### src/rtl/core/motor_command_frame_parser_core_macros.svh
// Assertion macros for the motor command frame parser.
// Depends on clk_i and rst_ni being visible in the module that uses them.
`ifndef MOTOR_COMMAND_FRAME_PARSER_CORE_MACROS_SVH
`define MOTOR_COMMAND_FRAME_PARSER_CORE_MACROS_SVH
`ifndef SYNTHESIS
`define MCFP_ASSERT(lbl, prop) \
  lbl: assert property (@(posedge clk_i) disable iff (!rst_ni) (prop)) \
    else $error("motor command frame parser check failed");
`define MCFP_ASSERT_NEXT(lbl, ante, cons) \
  lbl: assert property (@(posedge clk_i) disable iff (!rst_ni) (ante) |=> (cons)) \
    else $error("motor command frame parser sequence check failed");
`else
`define MCFP_ASSERT(lbl, prop)
`define MCFP_ASSERT_NEXT(lbl, ante, cons)
`endif
`endif

### src/rtl/core/mcfp_pkg.sv
// Package for the motor command frame parser: phase type, command, mode
// and status codes, and the default payload bound. No dependencies.
package mcfp_pkg;

  localparam int unsigned MaxPayloadDefault = 16;

  localparam logic [7:0] HeaderByte = 8'hA1;

  localparam logic [7:0] CmdStop     = 8'h00;
  localparam logic [7:0] CmdForward  = 8'h01;
  localparam logic [7:0] CmdBackward = 8'h02;
  localparam logic [7:0] CmdBrake    = 8'h03;
  localparam logic [7:0] CmdSpeed    = 8'h04;

  localparam logic [1:0] ModeStop     = 2'd0;
  localparam logic [1:0] ModeBrake    = 2'd1;
  localparam logic [1:0] ModeForward  = 2'd2;
  localparam logic [1:0] ModeBackward = 2'd3;

  localparam logic [1:0] StatusApplied  = 2'd0;
  localparam logic [1:0] StatusBadSum   = 2'd1;
  localparam logic [1:0] StatusTooLarge = 2'd2;

  typedef enum logic [2:0] {
    PhHunt = 3'd0,
    PhCmd  = 3'd1,
    PhLen  = 3'd2,
    PhData = 3'd3,
    PhSum  = 3'd4
  } phase_e;

endpackage

### src/rtl/core/motor_command_frame_parser_core.sv
// Motor command frame parser core: byte parser, speed and mode state, and
// result register. Depends on mcfp_pkg and motor_command_frame_parser_core_macros.svh.
//
// Usage: serial bytes enter on the input channel (in_valid_i, rx_byte_i,
// in_stall_o). Each request is one byte. The parser hunts for header 0xA1,
// then takes command, length, payload and an XOR checksum. The byte that
// completes a frame, or a length byte above MaxPayload, produces one result
// request on the output channel (out_valid_o, out_stall_i and the frame
// fields); every other byte produces none.
// Output: a result is registered and appears on the outputs in the cycle after
// the byte that caused it is accepted. Throughput: one byte per cycle unless
// stalled, set by the single result register; all parsing is done in one pass
// of logic between the state registers.
// Stall: while a result is held and out_stall_i is high, in_stall_o is high
// and no byte is taken; the held result does not change.
// Reset: the parser hunts for a header, both targets are zero, both modes
// are stop, the payload bytes are zero and no result is pending.
`include "motor_command_frame_parser_core_macros.svh"

module motor_command_frame_parser_core #(
  parameter int unsigned MaxPayload = mcfp_pkg::MaxPayloadDefault
) (
  input  logic        clk_i,
  input  logic        rst_ni,
  input  logic        in_valid_i,
  output logic        in_stall_o,
  input  logic [7:0]  rx_byte_i,
  output logic        out_valid_o,
  input  logic        out_stall_i,
  output logic [1:0]  frame_status_o,
  output logic [7:0]  frame_command_o,
  output logic [15:0] left_setpoint_o,
  output logic [15:0] right_setpoint_o,
  output logic [1:0]  left_mode_o,
  output logic [1:0]  right_mode_o
);

  mcfp_pkg::phase_e phase_q, phase_d;
  logic [7:0]  held_command_q, held_command_d;
  logic [4:0]  held_length_q, held_length_d;
  logic [4:0]  bytes_seen_q, bytes_seen_d;
  logic [7:0]  running_xor_q, running_xor_d;
  logic [7:0]  payload_q [4];
  logic        payload_we;
  logic [15:0] left_speed_q, left_speed_d;
  logic [15:0] right_speed_q, right_speed_d;
  logic [1:0]  left_drive_q, left_drive_d;
  logic [1:0]  right_drive_q, right_drive_d;

  logic        in_accept;
  logic        too_large;
  logic [4:0]  bytes_seen_inc;
  logic        res_valid;
  logic [1:0]  res_status;
  logic [15:0] lval;
  logic [15:0] rval;
  logic        len_nonzero;
  logic        len_four;

  logic        out_valid_q, out_valid_d;
  logic [1:0]  status_q;
  logic [7:0]  command_q;
  logic [15:0] left_setpoint_q;
  logic [15:0] right_setpoint_q;
  logic [1:0]  left_mode_q;
  logic [1:0]  right_mode_q;

  assign in_stall_o     = out_valid_q && out_stall_i;
  assign in_accept      = in_valid_i && !in_stall_o;
  assign too_large      = rx_byte_i > 8'(MaxPayload);
  assign bytes_seen_inc = 5'(bytes_seen_q + 5'd1);

  always_comb begin
    phase_d = phase_q;
    if (in_accept) begin
      unique case (phase_q)
        mcfp_pkg::PhCmd: phase_d = mcfp_pkg::PhLen;
        mcfp_pkg::PhLen: begin
          if (too_large) begin
            phase_d = mcfp_pkg::PhHunt;
          end else if (rx_byte_i[4:0] != 5'd0) begin
            phase_d = mcfp_pkg::PhData;
          end else begin
            phase_d = mcfp_pkg::PhSum;
          end
        end
        mcfp_pkg::PhData: begin
          if (bytes_seen_inc >= held_length_q) begin
            phase_d = mcfp_pkg::PhSum;
          end
        end
        mcfp_pkg::PhSum: phase_d = mcfp_pkg::PhHunt;
        default: begin
          phase_d = (rx_byte_i == mcfp_pkg::HeaderByte) ? mcfp_pkg::PhCmd : mcfp_pkg::PhHunt;
        end
      endcase
    end
  end

  assign len_nonzero = held_length_q != 5'd0;
  assign len_four    = held_length_q >= 5'd4;

  always_comb begin
    lval = 16'd0;
    rval = 16'd0;
    if (len_nonzero) begin
      lval[7:0] = payload_q[0];
    end
    if (held_length_q >= 5'd2) begin
      lval[15:8] = payload_q[1];
    end
    if (len_four) begin
      rval = {payload_q[3], payload_q[2]};
    end
  end

  always_comb begin
    held_command_d = held_command_q;
    held_length_d  = held_length_q;
    bytes_seen_d   = bytes_seen_q;
    running_xor_d  = running_xor_q;
    payload_we     = 1'b0;
    left_speed_d   = left_speed_q;
    right_speed_d  = right_speed_q;
    left_drive_d   = left_drive_q;
    right_drive_d  = right_drive_q;
    res_valid      = 1'b0;
    res_status     = mcfp_pkg::StatusApplied;
    if (in_accept) begin
      unique case (phase_q)
        mcfp_pkg::PhCmd: begin
          held_command_d = rx_byte_i;
          running_xor_d  = running_xor_q ^ rx_byte_i;
        end
        mcfp_pkg::PhLen: begin
          if (too_large) begin
            res_valid  = 1'b1;
            res_status = mcfp_pkg::StatusTooLarge;
          end else begin
            held_length_d = rx_byte_i[4:0];
            running_xor_d = running_xor_q ^ rx_byte_i;
            bytes_seen_d  = 5'd0;
          end
        end
        mcfp_pkg::PhData: begin
          payload_we    = bytes_seen_q < 5'd4;
          running_xor_d = running_xor_q ^ rx_byte_i;
          bytes_seen_d  = bytes_seen_inc;
        end
        mcfp_pkg::PhSum: begin
          res_valid = 1'b1;
          if (rx_byte_i != running_xor_q) begin
            res_status = mcfp_pkg::StatusBadSum;
          end else begin
            res_status = mcfp_pkg::StatusApplied;
            unique case (held_command_q) inside
              mcfp_pkg::CmdForward, mcfp_pkg::CmdBackward: begin
                if (len_nonzero) begin
                  left_speed_d = lval;
                  left_drive_d = (held_command_q == mcfp_pkg::CmdForward) ?
                                 mcfp_pkg::ModeForward : mcfp_pkg::ModeBackward;
                  if (len_four) begin
                    right_speed_d = rval;
                    right_drive_d = left_drive_d;
                  end
                end
              end
              mcfp_pkg::CmdBrake: begin
                left_speed_d  = 16'd0;
                right_speed_d = 16'd0;
                left_drive_d  = mcfp_pkg::ModeBrake;
                right_drive_d = mcfp_pkg::ModeBrake;
              end
              mcfp_pkg::CmdSpeed: begin
                if (len_nonzero) begin
                  if (left_drive_q[1]) begin
                    left_speed_d = lval;
                  end
                  if (len_four && right_drive_q[1]) begin
                    right_speed_d = rval;
                  end
                end
              end
              default: begin
                left_speed_d  = 16'd0;
                right_speed_d = 16'd0;
                left_drive_d  = mcfp_pkg::ModeStop;
                right_drive_d = mcfp_pkg::ModeStop;
              end
            endcase
          end
        end
        default: begin
          if (rx_byte_i == mcfp_pkg::HeaderByte) begin
            running_xor_d = mcfp_pkg::HeaderByte;
          end
        end
      endcase
    end
  end

  always_comb begin
    out_valid_d = out_valid_q;
    if (in_accept && res_valid) begin
      out_valid_d = 1'b1;
    end else if (out_valid_q && !out_stall_i) begin
      out_valid_d = 1'b0;
    end
  end

  always_ff @(posedge clk_i or negedge rst_ni) begin
    if (!rst_ni) begin
      phase_q        <= mcfp_pkg::PhHunt;
      held_command_q <= 8'd0;
      held_length_q  <= 5'd0;
      bytes_seen_q   <= 5'd0;
      running_xor_q  <= 8'd0;
      payload_q[0]   <= 8'd0;
      payload_q[1]   <= 8'd0;
      payload_q[2]   <= 8'd0;
      payload_q[3]   <= 8'd0;
      left_speed_q   <= 16'd0;
      right_speed_q  <= 16'd0;
      left_drive_q   <= mcfp_pkg::ModeStop;
      right_drive_q  <= mcfp_pkg::ModeStop;
      out_valid_q    <= 1'b0;
    end else begin
      phase_q        <= phase_d;
      held_command_q <= held_command_d;
      held_length_q  <= held_length_d;
      bytes_seen_q   <= bytes_seen_d;
      running_xor_q  <= running_xor_d;
      if (payload_we) begin
        payload_q[bytes_seen_q[1:0]] <= rx_byte_i;
      end
      left_speed_q   <= left_speed_d;
      right_speed_q  <= right_speed_d;
      left_drive_q   <= left_drive_d;
      right_drive_q  <= right_drive_d;
      out_valid_q    <= out_valid_d;
    end
  end

  always_ff @(posedge clk_i) begin
    if (in_accept && res_valid) begin
      status_q         <= res_status;
      command_q        <= held_command_q;
      left_setpoint_q  <= left_speed_d;
      right_setpoint_q <= right_speed_d;
      left_mode_q      <= left_drive_d;
      right_mode_q     <= right_drive_d;
    end
  end

  assign out_valid_o      = out_valid_q;
  assign frame_status_o   = status_q;
  assign frame_command_o  = command_q;
  assign left_setpoint_o  = left_setpoint_q;
  assign right_setpoint_o = right_setpoint_q;
  assign left_mode_o      = left_mode_q;
  assign right_mode_o     = right_mode_q;

  `MCFP_ASSERT(a_result_phase,
               (in_accept && res_valid) |->
               (phase_q == mcfp_pkg::PhSum || phase_q == mcfp_pkg::PhLen))
  `MCFP_ASSERT_NEXT(a_sum_returns_hunt, in_accept && phase_q == mcfp_pkg::PhSum,
                    phase_q == mcfp_pkg::PhHunt)
  `MCFP_ASSERT(a_stall_needs_result, in_stall_o |-> out_valid_q)
  `MCFP_ASSERT(a_data_count_bound,
               (phase_q == mcfp_pkg::PhData) |-> (bytes_seen_q < held_length_q))
  `MCFP_ASSERT_NEXT(a_stop_clears,
                    in_accept && res_valid && res_status == mcfp_pkg::StatusApplied &&
                    held_command_q == mcfp_pkg::CmdStop,
                    left_setpoint_o == 16'd0 && right_setpoint_o == 16'd0)

endmodule

### config.mk
export PLATFORM = sky130hd
export DESIGN_NAME = motor_command_frame_parser_core
export DESIGN_NICKNAME = d
export VERILOG_FILES = /design/src/rtl/core/mcfp_pkg.sv /design/src/rtl/core/motor_command_frame_parser_core.sv
export VERILOG_INCLUDE_DIRS = /design/src /design/src/rtl/core
export SDC_FILE = /design/constraint.sdc
export NUM_CORES = 1
export LEC_CHECK = 0
export BUFFER_PORTS_ARGS = -buffer_cell sky130_fd_sc_hd__buf_2
export CAP_MARGIN = 20
export CORE_MARGIN = 4
export CORE_UTILIZATION = 40
export CTS_BUF_LIST = sky130_fd_sc_hd__clkbuf_8 sky130_fd_sc_hd__clkbuf_16
export DETAILED_ROUTE_END_ITERATION = 16
export GPL_TIMING_DRIVEN = 0
export PLACE_DENSITY = 0.55
export SLEW_MARGIN = 10
export SYNTH_ARGS = -nofsm -noshare
export SYNTH_HDL_FRONTEND = slang
export SYNTH_SLANG_ARGS = --single-unit
### constraint.sdc
create_clock -name clk_i -period 5.6 [get_ports clk_i]
set_clock_uncertainty 0.15 [all_clocks]
set_input_delay 0.56 -clock clk_i [delete_from_list [all_inputs] [get_ports clk_i]]
set_output_delay 0.56 -clock clk_i [all_outputs]
set_load 0.03 [all_outputs]
==> results of run 1 <==
[cell usage in the layout, fill, tap and decap left out, drive strengths merged, types with 3 or more instances in the layout]
cell type and instances:
a21o 3, a21oi 16, a22o 33, a31oi 15
buf 67, bufinv 3, clkbuf 36, clkinv 7
dfrtp 98, edfxtp 46, ha 9, inv 12
mux2 45, nand2 22, nand3 10, nor2 8
nor2b 7, nor3 8, nor4 3, o21ai 13
o2bb2ai 3, o31a 5, or3 6, xnor2 12
[area by class of cell]
cell class	instances	area, um^2
buffer	20	85.1
clock buffer	19	453
clock inverter	13	146
fill	1284	7390
inverter	9	33.8
multi-input combinational	250	1950
sequential	144	3830
tap	184	230
timing repair buffer	64	355
[power by group]
| group | switching, mW | total, mW | internal [mW] |
|---|---|---|---|
| registers | 0.0142 | 1.11 | 1.10 |
| clock network | 0.413 | 1.13 | 0.717 |
| logic | 0.0706 | 0.113 | 0.0424 |
[flip-flops by register name, summed over array words and instances, names as in the netlist]
register          flops
bytes_seen_q          5
frame_command_o       8
frame_status_o        2
held_command_q        8
held_length_q         5
left_drive_q          2
left_mode_o           2
left_setpoint_o      16
left_speed_q         16
out_valid_o           1
payload_q            32
phase_q               3
right_drive_q         2
right_mode_o          2
right_setpoint_o     16
right_speed_q        16
running_xor_q         8
[per-layer routing]
| layer | up-vias | track usage | share of wire |
|---|---|---|---|
| li1 | 1761 | - | - |
| met1 | 1859 | 0.218 | 0.48 |
| met2 | 75 | 0.245 | 0.47 |
| met3 | 15 | 0.0371 | 0.039 |
| met4 | 0 | 0.0642 | 0.014 |
| met5 | - | 0 | 0 |
[final timing paths]
| path | slack, ps | endpoint | startpoint | depth (start not counted) |
|---|---|---|---|---|
| worst max-delay path | 2320 | right_setpoint_o[13]$_DFFE_PP_ | phase_q[0]$_DFFE_PN0P_ | 6 |
| worst min-delay path | 3 | right_speed_q[4]$_DFF_PN0_ | rst_ni | 1 |
| worst max register to register | 2320 | right_setpoint_o[13]$_DFFE_PP_ | phase_q[0]$_DFFE_PN0P_ | 6 |
| worst min register to register | 290 | frame_command_o[0]$_DFFE_PP_ | held_command_q[0]$_DFFE_PN0P_ | 0 |
| max in group asynchronous | 4630 | right_drive_q[0]$_DFF_PN0_ | rst_ni | 2 |
| min in group clk_i | 220 | out_valid_o$_DFFE_PN0P_ | in_valid_i | 2 |
[kinds of logic (layout without fill, tap and decap cells)]
family | Yosys count | after routing | synth area share
AO/OA/AOI/OAI | 103 | 103 | 0.129
XOR/XNOR | 13 | 13 | 0.0193
adder cells (fa/ha/maj) | 9 | 9 | 0.0191
buffers and inverters | 29 | 125 | 0.0202
flip-flops | 144 | 144 | 0.650
multiplexers | 46 | 46 | 0.0877
AND/OR/NAND/NOR | 79 | 79 | 0.0745
[through the flow]
stage | std cells | utilization
4_1_cts | 703 | 0.489
5_1_grt | 703 | 0.489
2_1_floorplan | 423 | -
3_5_place_dp | 671 | 0.448
3_3_place_gp | 666 | 0.443
6_report | 703 | 0.489
[critical path, stage by stage (launching register included)]
cell      delay, ps
dfrtp_1         370
nor2_1          460
nand3_1         210
nor3_2          700
o21ai_1         470
clkbuf_1        340
a22o_1          310
==> key figures, run 1 <==
Clock tree
  • Root buf cell: clkbuf_16
  • Clk slew on worst S/H paths: roughly 60 ps
  • CTS max path bufs: 2
  • Cts repair resizes: 0
  • CTS buffer count: 17
  • Later-pin clock latency in the skew report: between 400 and 500 ps
  • # H-tree levels: 4
  • TritonCTS clock tree: done
  • TritonCTS Sinks: 144
  • CTS Hold Buffers Added: 0
  • Postcts setup bufs: 0

Synth
  • Syn_nets: 444
  • Post-synth top cells: dfrtp_1 (98), edfxtp_1 (46), mux2_2 (45)
  • Cells taking the most area after synthesis: dfrtp_1 (42%), edfxtp_1 (23%), mux2_2 (8.6%), a22o_1 (4.9%), ha_1 (1.9%)
  • Post-Syn Area: 0.00589 mm^2
  • Synthesized flop and latch total: 144
  • Yosys top cell by area: dfrtp_1
  • Yosys top cell area share: 0.416
  • Sequential-to-total area share from yosys stat: 0.650
  • Library cells used by synthesis: 52
  • Mean post-synth cell area: around 14 um^2
  • Top_reg_cell synth: dfrtp_1
  • YS warnings: 0
  • Number of synthesized flops with an enable pin: 46
  • Cells after Synth: approximately 420
  • Count leader, synth: dfrtp_1
  • Synth async-reset ratio: 0.681

Floorplan
  • Die area: 0.0167 mm^2
  • Site row count: 44
  • Die Width: 129 um
  • Core area: 0.0145 mm^2
  • Die H: 129 um
  • Io pins: 60
  • Initial core utilization: 0.407

Placed design
  • Port bufs: 59
  • DP Area: 0.00648 mm^2
  • Dpl hpwl: 8490 um
  • GP Congestion: 0.860
  • Setup slack at placement: 1990 ps

GRT
  • First-pass GRT wire length: between 20000 and 25000 um
  • GR Util All Layers: 0.159
  • Initial antenna violation count: 0
  • Largest net degree at the start of global routing: 55
  • Vias in the first global route: ~3.8k
  • Congestion Overflow GR: 0

STA
  • Pins Over Slew Limit: 0
  • RSZ-0062 raised after global routing: false
  • Setup ws final: 2320 ps
  • Crit path time final: 3280 ps
  • Final setup viols: 0
  • Hold Slack: 3.12 ps
  • Final Cycle Share: 0.585
  • Rel. slew slack: 0.373
  • Hold Vio Cnt, Final: 0
  • Setup TNS: 0 ps
  • Worst slew pin tran: just over 900 ps
  • Max Freq: around 300 MHz

Finish
  • Syn-to-layout area delta: 20.2%
  • Fin area: between 0.007 and 0.008 mm^2
  • Nets: 527
  • Layout cells sized above 1: 0.289
  • Diode count: 0

Pwr
  • Total power: around 2.4 mW
  • Cell area power density: around 330 mW/mm^2
  • IR drop worst, VDD: 0.185 mV
  • Leak Pwr: approximately 3.2 nW

Critical path
  • Crit path DAT: roughly 3300 ps
  • Startpoint Class: flop
  • Crit-path max FO: 10
  • Critical path class: flop to flop
  • Worst EP required: 5610 ps
  • Crit end category: flop

Routing
  • Routed via count: 3710
  • Final ANT Viol Nets: 0
  • Via/cell ratio: between 5 and 6
  • Routed length per instance: 17.8 um
  • Detailed Route Iter0 Violations: 215
  • # DRC: 0
  • DR pass1 iterations: 4
  • Final wirelength: 12500 um

Flow run
  • Max-cap violations: 0

Min path
  • Worst Hold Class: input port to async pin

Status
  • Status: finished, final reports clean
Power figures use the tool's default switching activity.
==> inputs of run 2 (changes only) <==
==> constraint.sdc (replaced) <==
create_clock -name clk_i -period 3.25 [get_ports clk_i]
set_clock_uncertainty 0.15 [all_clocks]
set_input_delay 0.325 -clock clk_i [delete_from_list [all_inputs] [get_ports clk_i]]
set_output_delay 0.325 -clock clk_i [all_outputs]
set_load 0.03 [all_outputs]
==> key figures, run 2 (synthesized netlist as in run 1, its figures left out) <==
Status
  • Status: finished, final reports clean

Clock tree
  • CTS buffer count: 17
  • CTS max path bufs: 2
  • Later-pin clock latency in the skew report: 420 ps
  • Root buf cell: clkbuf_16
  • # H-tree levels: 4
  • TritonCTS Sinks: about 140
  • Clk slew on worst S/H paths: 60 ps
  • TritonCTS clock tree: done

Floorplan
  • Die area: roughly 0.017 mm^2
  • Initial core utilization: 0.407
  • Site row count: 44
  • Io pins: 60
  • Core area: approximately 0.014 mm^2
  • Die H: 129 um
  • Die Width: 129 um

STA
  • Rel. slew slack: 0.380
  • Final Cycle Share: 0.905
  • Hold Slack: 105 ps
  • Setup TNS: 0 ps
  • Final setup viols: 0
  • RSZ-0062 raised after global routing: false
  • Max Freq: between 300 and 400 MHz
  • Worst slew pin tran: 923 ps
  • Crit path time final: 2940 ps
  • Hold Vio Cnt, Final: 0
  • Pins Over Slew Limit: 0

Pwr
  • Switching power: 926 uW
  • Leak Pwr: ~3.2 nW
  • Combinational share of power: 0.049
  • Power share of the clock group: 0.472
  • Internal power: 3.07 mW
  • Switch share: 0.232
  • Sequential power share: 0.479
  • Cell area power density: 562 mW/mm^2
  • IR drop worst, VDD: about 0.3 mV

Finish
  • Fin area: approximately 0.007 mm^2
  • Max reg flops: 32
  • Nets: roughly 530
  • Most common cell after layout, fill and taps aside: dfrtp_1
  • Commonest non-fill, non-tap cells in the layout: dfrtp_1 (98), buf_2 (60), edfxtp_1 (46)
  • Layout cells sized above 1: 0.294
  • Fill cell count: between 1k and 1.5k
  • Finished Layout Cells: 704
  • Diode count: 0
  • Largest Register: payload_q
  • Syn-to-layout area delta: 20.6%

GRT
  • Largest net degree at the start of global routing: 65
  • GR Util All Layers: 0.158
  • Congestion Overflow GR: 0
  • First-pass GRT wire length: 20100 um
  • Vias in the first global route: roughly 3.8k
  • Initial antenna violation count: 0

Critical path
  • Crit path DAT: 3070 ps
  • Crit end category: flop
  • Startpoint Class: input port
  • Critical path class: input port to flop
  • Crit-path max FO: 10
  • Worst EP required: 3380 ps

Routing
  • Routed via count: approximately 3.8k
  • Detailed Route Iter0 Violations: 238
  • Final wirelength: 12500 um
  • DR pass1 iterations: 4
  • # DRC: 0
  • Via/cell ratio: 5.44
  • Final ANT Viol Nets: 0
  • Routed length per instance: about 18 um

Min path
  • Worst Hold Class: input port to flop

Placed design
  • Port bufs: 59
  • Dpl hpwl: 8460 um
  • Placed insts: 669
  • DP Area: 0.00649 mm^2
  • GP Congestion: 0.847

Flow run
  • Max-cap violations: 0
run 2: worst paths after layout:
kind / start / to / slack (ps) / depth (start not counted)
max: in_valid_i / right_setpoint_o[13]$_DFFE_PP_ / 310 / 9
min: out_stall_i / out_valid_o$_DFFE_PN0P_ / 110 / 3
max reg2reg: held_command_q[1]$_DFFE_PN0P_ / right_setpoint_o[13]$_DFFE_PP_ / 330 / 7
min reg2reg: held_command_q[0]$_DFFE_PN0P_ / frame_command_o[0]$_DFFE_PP_ / 300 / 0
max in group asynchronous: rst_ni / payload_q[19]$_DFFE_PN0P_ / 2040 / 3
min in group asynchronous: rst_ni / right_drive_q[1]$_DFF_PN0_ / 250 / 2
run 2: through the flow:
stage          power, mW  setup WS [ps]   util
6_report            4.00            310  0.491
5_1_grt             4.15            135  0.491
4_1_cts             4.04           85.6  0.490
3_5_place_dp        2.14          -99.4  0.448
3_3_place_gp        2.14           -622  0.444
2_1_floorplan       2.06            564      -
run 2: timing repair:
item / CTS / global route
gates cloned: 0 / 0
hold buffers: 2 / 0
setup buffers: 0 / 1
pin swaps: 0 / 1
endpoints found under the hold margin: 35 / 0
resized for setup: 1 / 0
setup endpoints to repair: 10 / 27
run 2: metal layers:
metal | GRT usage | vias to the layer above | routed length [um]
li1 | - | 1776 | -
met1 | 0.213 | 1929 | 5850
met2 | 0.240 | 103 | 5790
met3 | 0.0499 | 21 | 671
met4 | 0.0630 | 0 | 195
met5 | 0 | - | 0
run 2: power by group through the flow:
stage	clock (mW)	sequential, mW	combinational, mW
2_1_floorplan	0	1.94	0.119
3_3_place_gp	0	1.95	0.189
3_5_place_dp	0	1.95	0.196
4_1_cts	1.92	1.91	0.200
5_1_grt	2.02	1.92	0.220
6_report	1.89	1.91	0.197
run 2: layout make-up:
| class | count | area (um^2) | share of cell area |
|---|---|---|---|
| Buffer | 20 | 85.1 | 0.0120 |
| Clock buffer | 19 | 453 | 0.0637 |
| Clock inverter | 13 | 129 | 0.0181 |
| Inverter | 9 | 33.8 | 0.00475 |
| Multi-Input combinational cell | 250 | 1960 | 0.276 |
| Sequential cell | 144 | 3830 | 0.539 |
| Tap cell | 184 | 230 | 0.0324 |
| Timing Repair Buffer | 65 | 383 | 0.0539 |
run 2: critical path, stage by stage:
cell,delay [ps]
dlygate4sd3_1,520
buf_2,110
a21boi_1,430
nand3_1,250
nor3_4,330
and4_1,270
clkbuf_1,330
buf_2,300
a22o_1,200
==> inputs of run 3 (changes only) <==
--- a/config.mk
+++ b/config.mk
@@ -6,13 +6,13 @@
 export SDC_FILE = /design/constraint.sdc
 export NUM_CORES = 1
 export LEC_CHECK = 0
+export ABC_AREA = 1
 export BUFFER_PORTS_ARGS = -buffer_cell sky130_fd_sc_hd__buf_2
 export CAP_MARGIN = 20
 export CORE_MARGIN = 4
 export CORE_UTILIZATION = 40
 export CTS_BUF_LIST = sky130_fd_sc_hd__clkbuf_8 sky130_fd_sc_hd__clkbuf_16
 export DETAILED_ROUTE_END_ITERATION = 16
-export GPL_TIMING_DRIVEN = 0
 export PLACE_DENSITY = 0.55
 export SLEW_MARGIN = 10
 export SYNTH_ARGS = -nofsm -noshare
==> key figures, run 3 <==
Status
  • Status: finished, final reports clean

STA
  • Rel. slew slack: 0.573
  • Worst slew pin tran: 640 ps
  • Crit path time final: ~2800 ps
  • Hold Vio Cnt, Final: 0
  • Hold Slack: between 20 and 25 ps
  • Final Cycle Share: 0.870
  • Setup TNS: 0 ps
  • Max Freq: around 350 MHz
  • Final setup viols: 0
  • RSZ-0062 raised after global routing: false
  • Pins Over Slew Limit: 0
  • Setup ws final: 424 ps

Synth
  • Library cells used by synthesis: 33
  • Cells taking the most area after synthesis: dfrtp_1 (39%), edfxtp_1 (22%), nand2_1 (16%), inv_1 (3.1%), nor2_1 (3.1%)
  • Number of synthesized flops with an enable pin: 46
  • Post-synth top cells: nand2_1 (258), dfrtp_1 (98), inv_1 (51), nor2_1 (51), edfxtp_1 (46)
  • YS warnings: 0
  • Synthesized flop and latch total: 144
  • Yosys top cell area share: 0.393
  • Post-Syn Area: 0.00624 mm^2
  • Mean post-synth cell area: 9.48 um^2
  • Syn_nets: 679
  • Count leader, synth: nand2_1
  • Sequential-to-total area share from yosys stat: 0.615
  • Cells after Synth: 658
  • Top_reg_cell synth: dfrtp_1
  • Synth async-reset ratio: 0.681
  • Yosys top cell by area: dfrtp_1

Clock tree
  • Clk slew on worst S/H paths: 60 ps
  • Root buf cell: clkbuf_16
  • TritonCTS clock tree: done
  • TritonCTS Sinks: 144
  • CTS max path bufs: 2
  • CTS buffer count: 17
  • Later-pin clock latency in the skew report: 420 ps
  • # H-tree levels: 4

Critical path
  • R2R Path Start: phase_q[1]$_DFFE_PN0P_
  • CP endpoint: frame_command_o[7]$_DFFE_PP_
  • Critical register-to-register path endpoint: frame_command_o[7]$_DFFE_PP_
  • CP Launch Point: rx_byte_i[1]
  • Startpoint Class: input port
  • Crit path DAT: 2790 ps
  • Crit end category: flop
  • Crit-path max FO: 31
  • Worst EP required: between 3000 and 4000 ps
  • Critical path class: input port to flop
  • Reg2Reg Depth: 5
  • Register-to-register setup slack: 800 ps

Placed design
  • GP Congestion: 0.846
  • Port bufs: 59
  • Setup slack at placement: between 400 and 500 ps
  • Placed insts: approximately 900
  • Dpl hpwl: 9660 um

Routing
  • Final wirelength: between 10000 and 15000 um
  • Routed length per instance: 14.5 um
  • DR pass1 iterations: 5
  • Final ANT Viol Nets: 0
  • # DRC: 0
  • Detailed Route Iter0 Violations: 265
  • Via/cell ratio: 4.69
  • Routed via count: 4473

Finish
  • Most common cell after layout, fill and taps aside: nand2_1
  • Largest Register: payload_q
  • Syn-to-layout area delta: 17.9%
  • Max reg flops: 32
  • Layout cells sized above 1: 0.167
  • Fill cell count: 1414
  • Nets: 751
  • Commonest non-fill, non-tap cells in the layout: nand2_1 (258), dfrtp_1 (98), buf_2 (58)
  • Sequential cell area: 0.00383 mm^2
  • Finished Layout Cells: 954
  • Area of the multi-input gates: between 0.002 and 0.0025 mm^2
  • Diode count: 0

GRT
  • Congestion Overflow GR: 0
  • First-pass GRT wire length: 23300 um
  • Initial antenna violation count: 0
  • Largest net degree at the start of global routing: 48
  • Vias in the first global route: between 4k and 5k
  • GR Util All Layers: 0.170

Floorplan
  • Io pins: 60
  • Die Width: 133 um
  • Die H: 133 um
  • Die area: 0.0177 mm^2
  • Initial core utilization: 0.409
  • Core area: about 0.015 mm^2
  • Site row count: 45

Pwr
  • IR drop worst, VDD: 0.345 mV
  • Leak Pwr: 3.65 nW
  • Total power: around 4.0 mW
  • Cell area power density: 541 mW/mm^2

Min path
  • Worst Hold Class: input port to flop

Flow run
  • Max-cap violations: 0
-- run 3: cell types whose count changed after synthesis, sizes merged, moves of 16 or more --
cell and change:
mux2 -45, clkbuf -16, a22o -33, o21a +21, nand3 +27, nand2 +240
nor2 +50, inv +54
-- run 3: how the worst min path moves through the flow --
stage               cells after the start   startpoint  slack, ps                       endpoint
floorplan                               0       rst_ni       -120    bytes_seen_q[0]$_DFFE_PN0P_
global placement                        1       rst_ni        230  held_command_q[1]$_DFFE_PN0P_
detailed placement                      1       rst_ni        240  held_command_q[1]$_DFFE_PN0P_
CTS                                     3  out_stall_i         10        out_valid_o$_DFFE_PN0P_
global route                            3  out_stall_i         20        out_valid_o$_DFFE_PN0P_
finish                                  3  out_stall_i         20        out_valid_o$_DFFE_PN0P_
-- run 3: worst max-delay path: stages --
cell and delay, ps:
dlygate4sd3_1 540, buf_2 140, clkinv_1 330, nand3_1 260
nand2_1 100, nand2_1 120, a21oi_1 150, nor2_4 510
buf_12 300
-- run 3: logic make-up after synthesis --
| logic type | share of synthesized area |
|---|---|
| AO/OA/AOI/OAI | 0.0624 |
| adder cells (fa/ha/maj) | 0.0181 |
| XOR/XNOR | 0.00281 |
| AND/OR/NAND/NOR | 0.248 |
| buffers and inverters | 0.0542 |
| flip-flops | 0.615 |
-- run 3: timing repair --
item                      4_1_cts  5_1_grt
hold buffers                    2        0
setup buffers                   0        0
hold endpoints to repair       46        0
resized for setup               0        0
-- run 3: layout make-up --
cell class | instances | share of cell area
inverter | 65 | 0.0334
multi-input combinational | 438 | 0.282
sequential | 144 | 0.521
clock inverter | 15 | 0.0214
tap | 211 | 0.0359
clock buffer | 17 | 0.0579
timing repair buffer | 64 | 0.0480
-- run 3: where the power goes --
| part | internal, mW | total [mW] | switching, mW |
|---|---|---|---|
| clock | 1.14 | 1.92 | 0.780 |
| combinational | 0.0422 | 0.162 | 0.120 |
| sequential | 1.88 | 1.90 | 0.0178 |
| total | 3.06 | 3.98 | 0.917 |
-- run 3: per-layer routing --
layer  routed length (um)  global-route usage
met3                  617              0.0452
met2                 6730               0.278
met5                    0                   0
met4                  163              0.0554
met1                 6360               0.219
-- run 3: through the flow --
step / cell area [um^2] / util
6_report: 7350 / 0.482
5_1_grt: 7350 / 0.482
4_1_cts: 7350 / 0.482
3_5_place_dp: 6750 / 0.442
3_3_place_gp: 6750 / 0.442
2_1_floorplan: 6240 / -
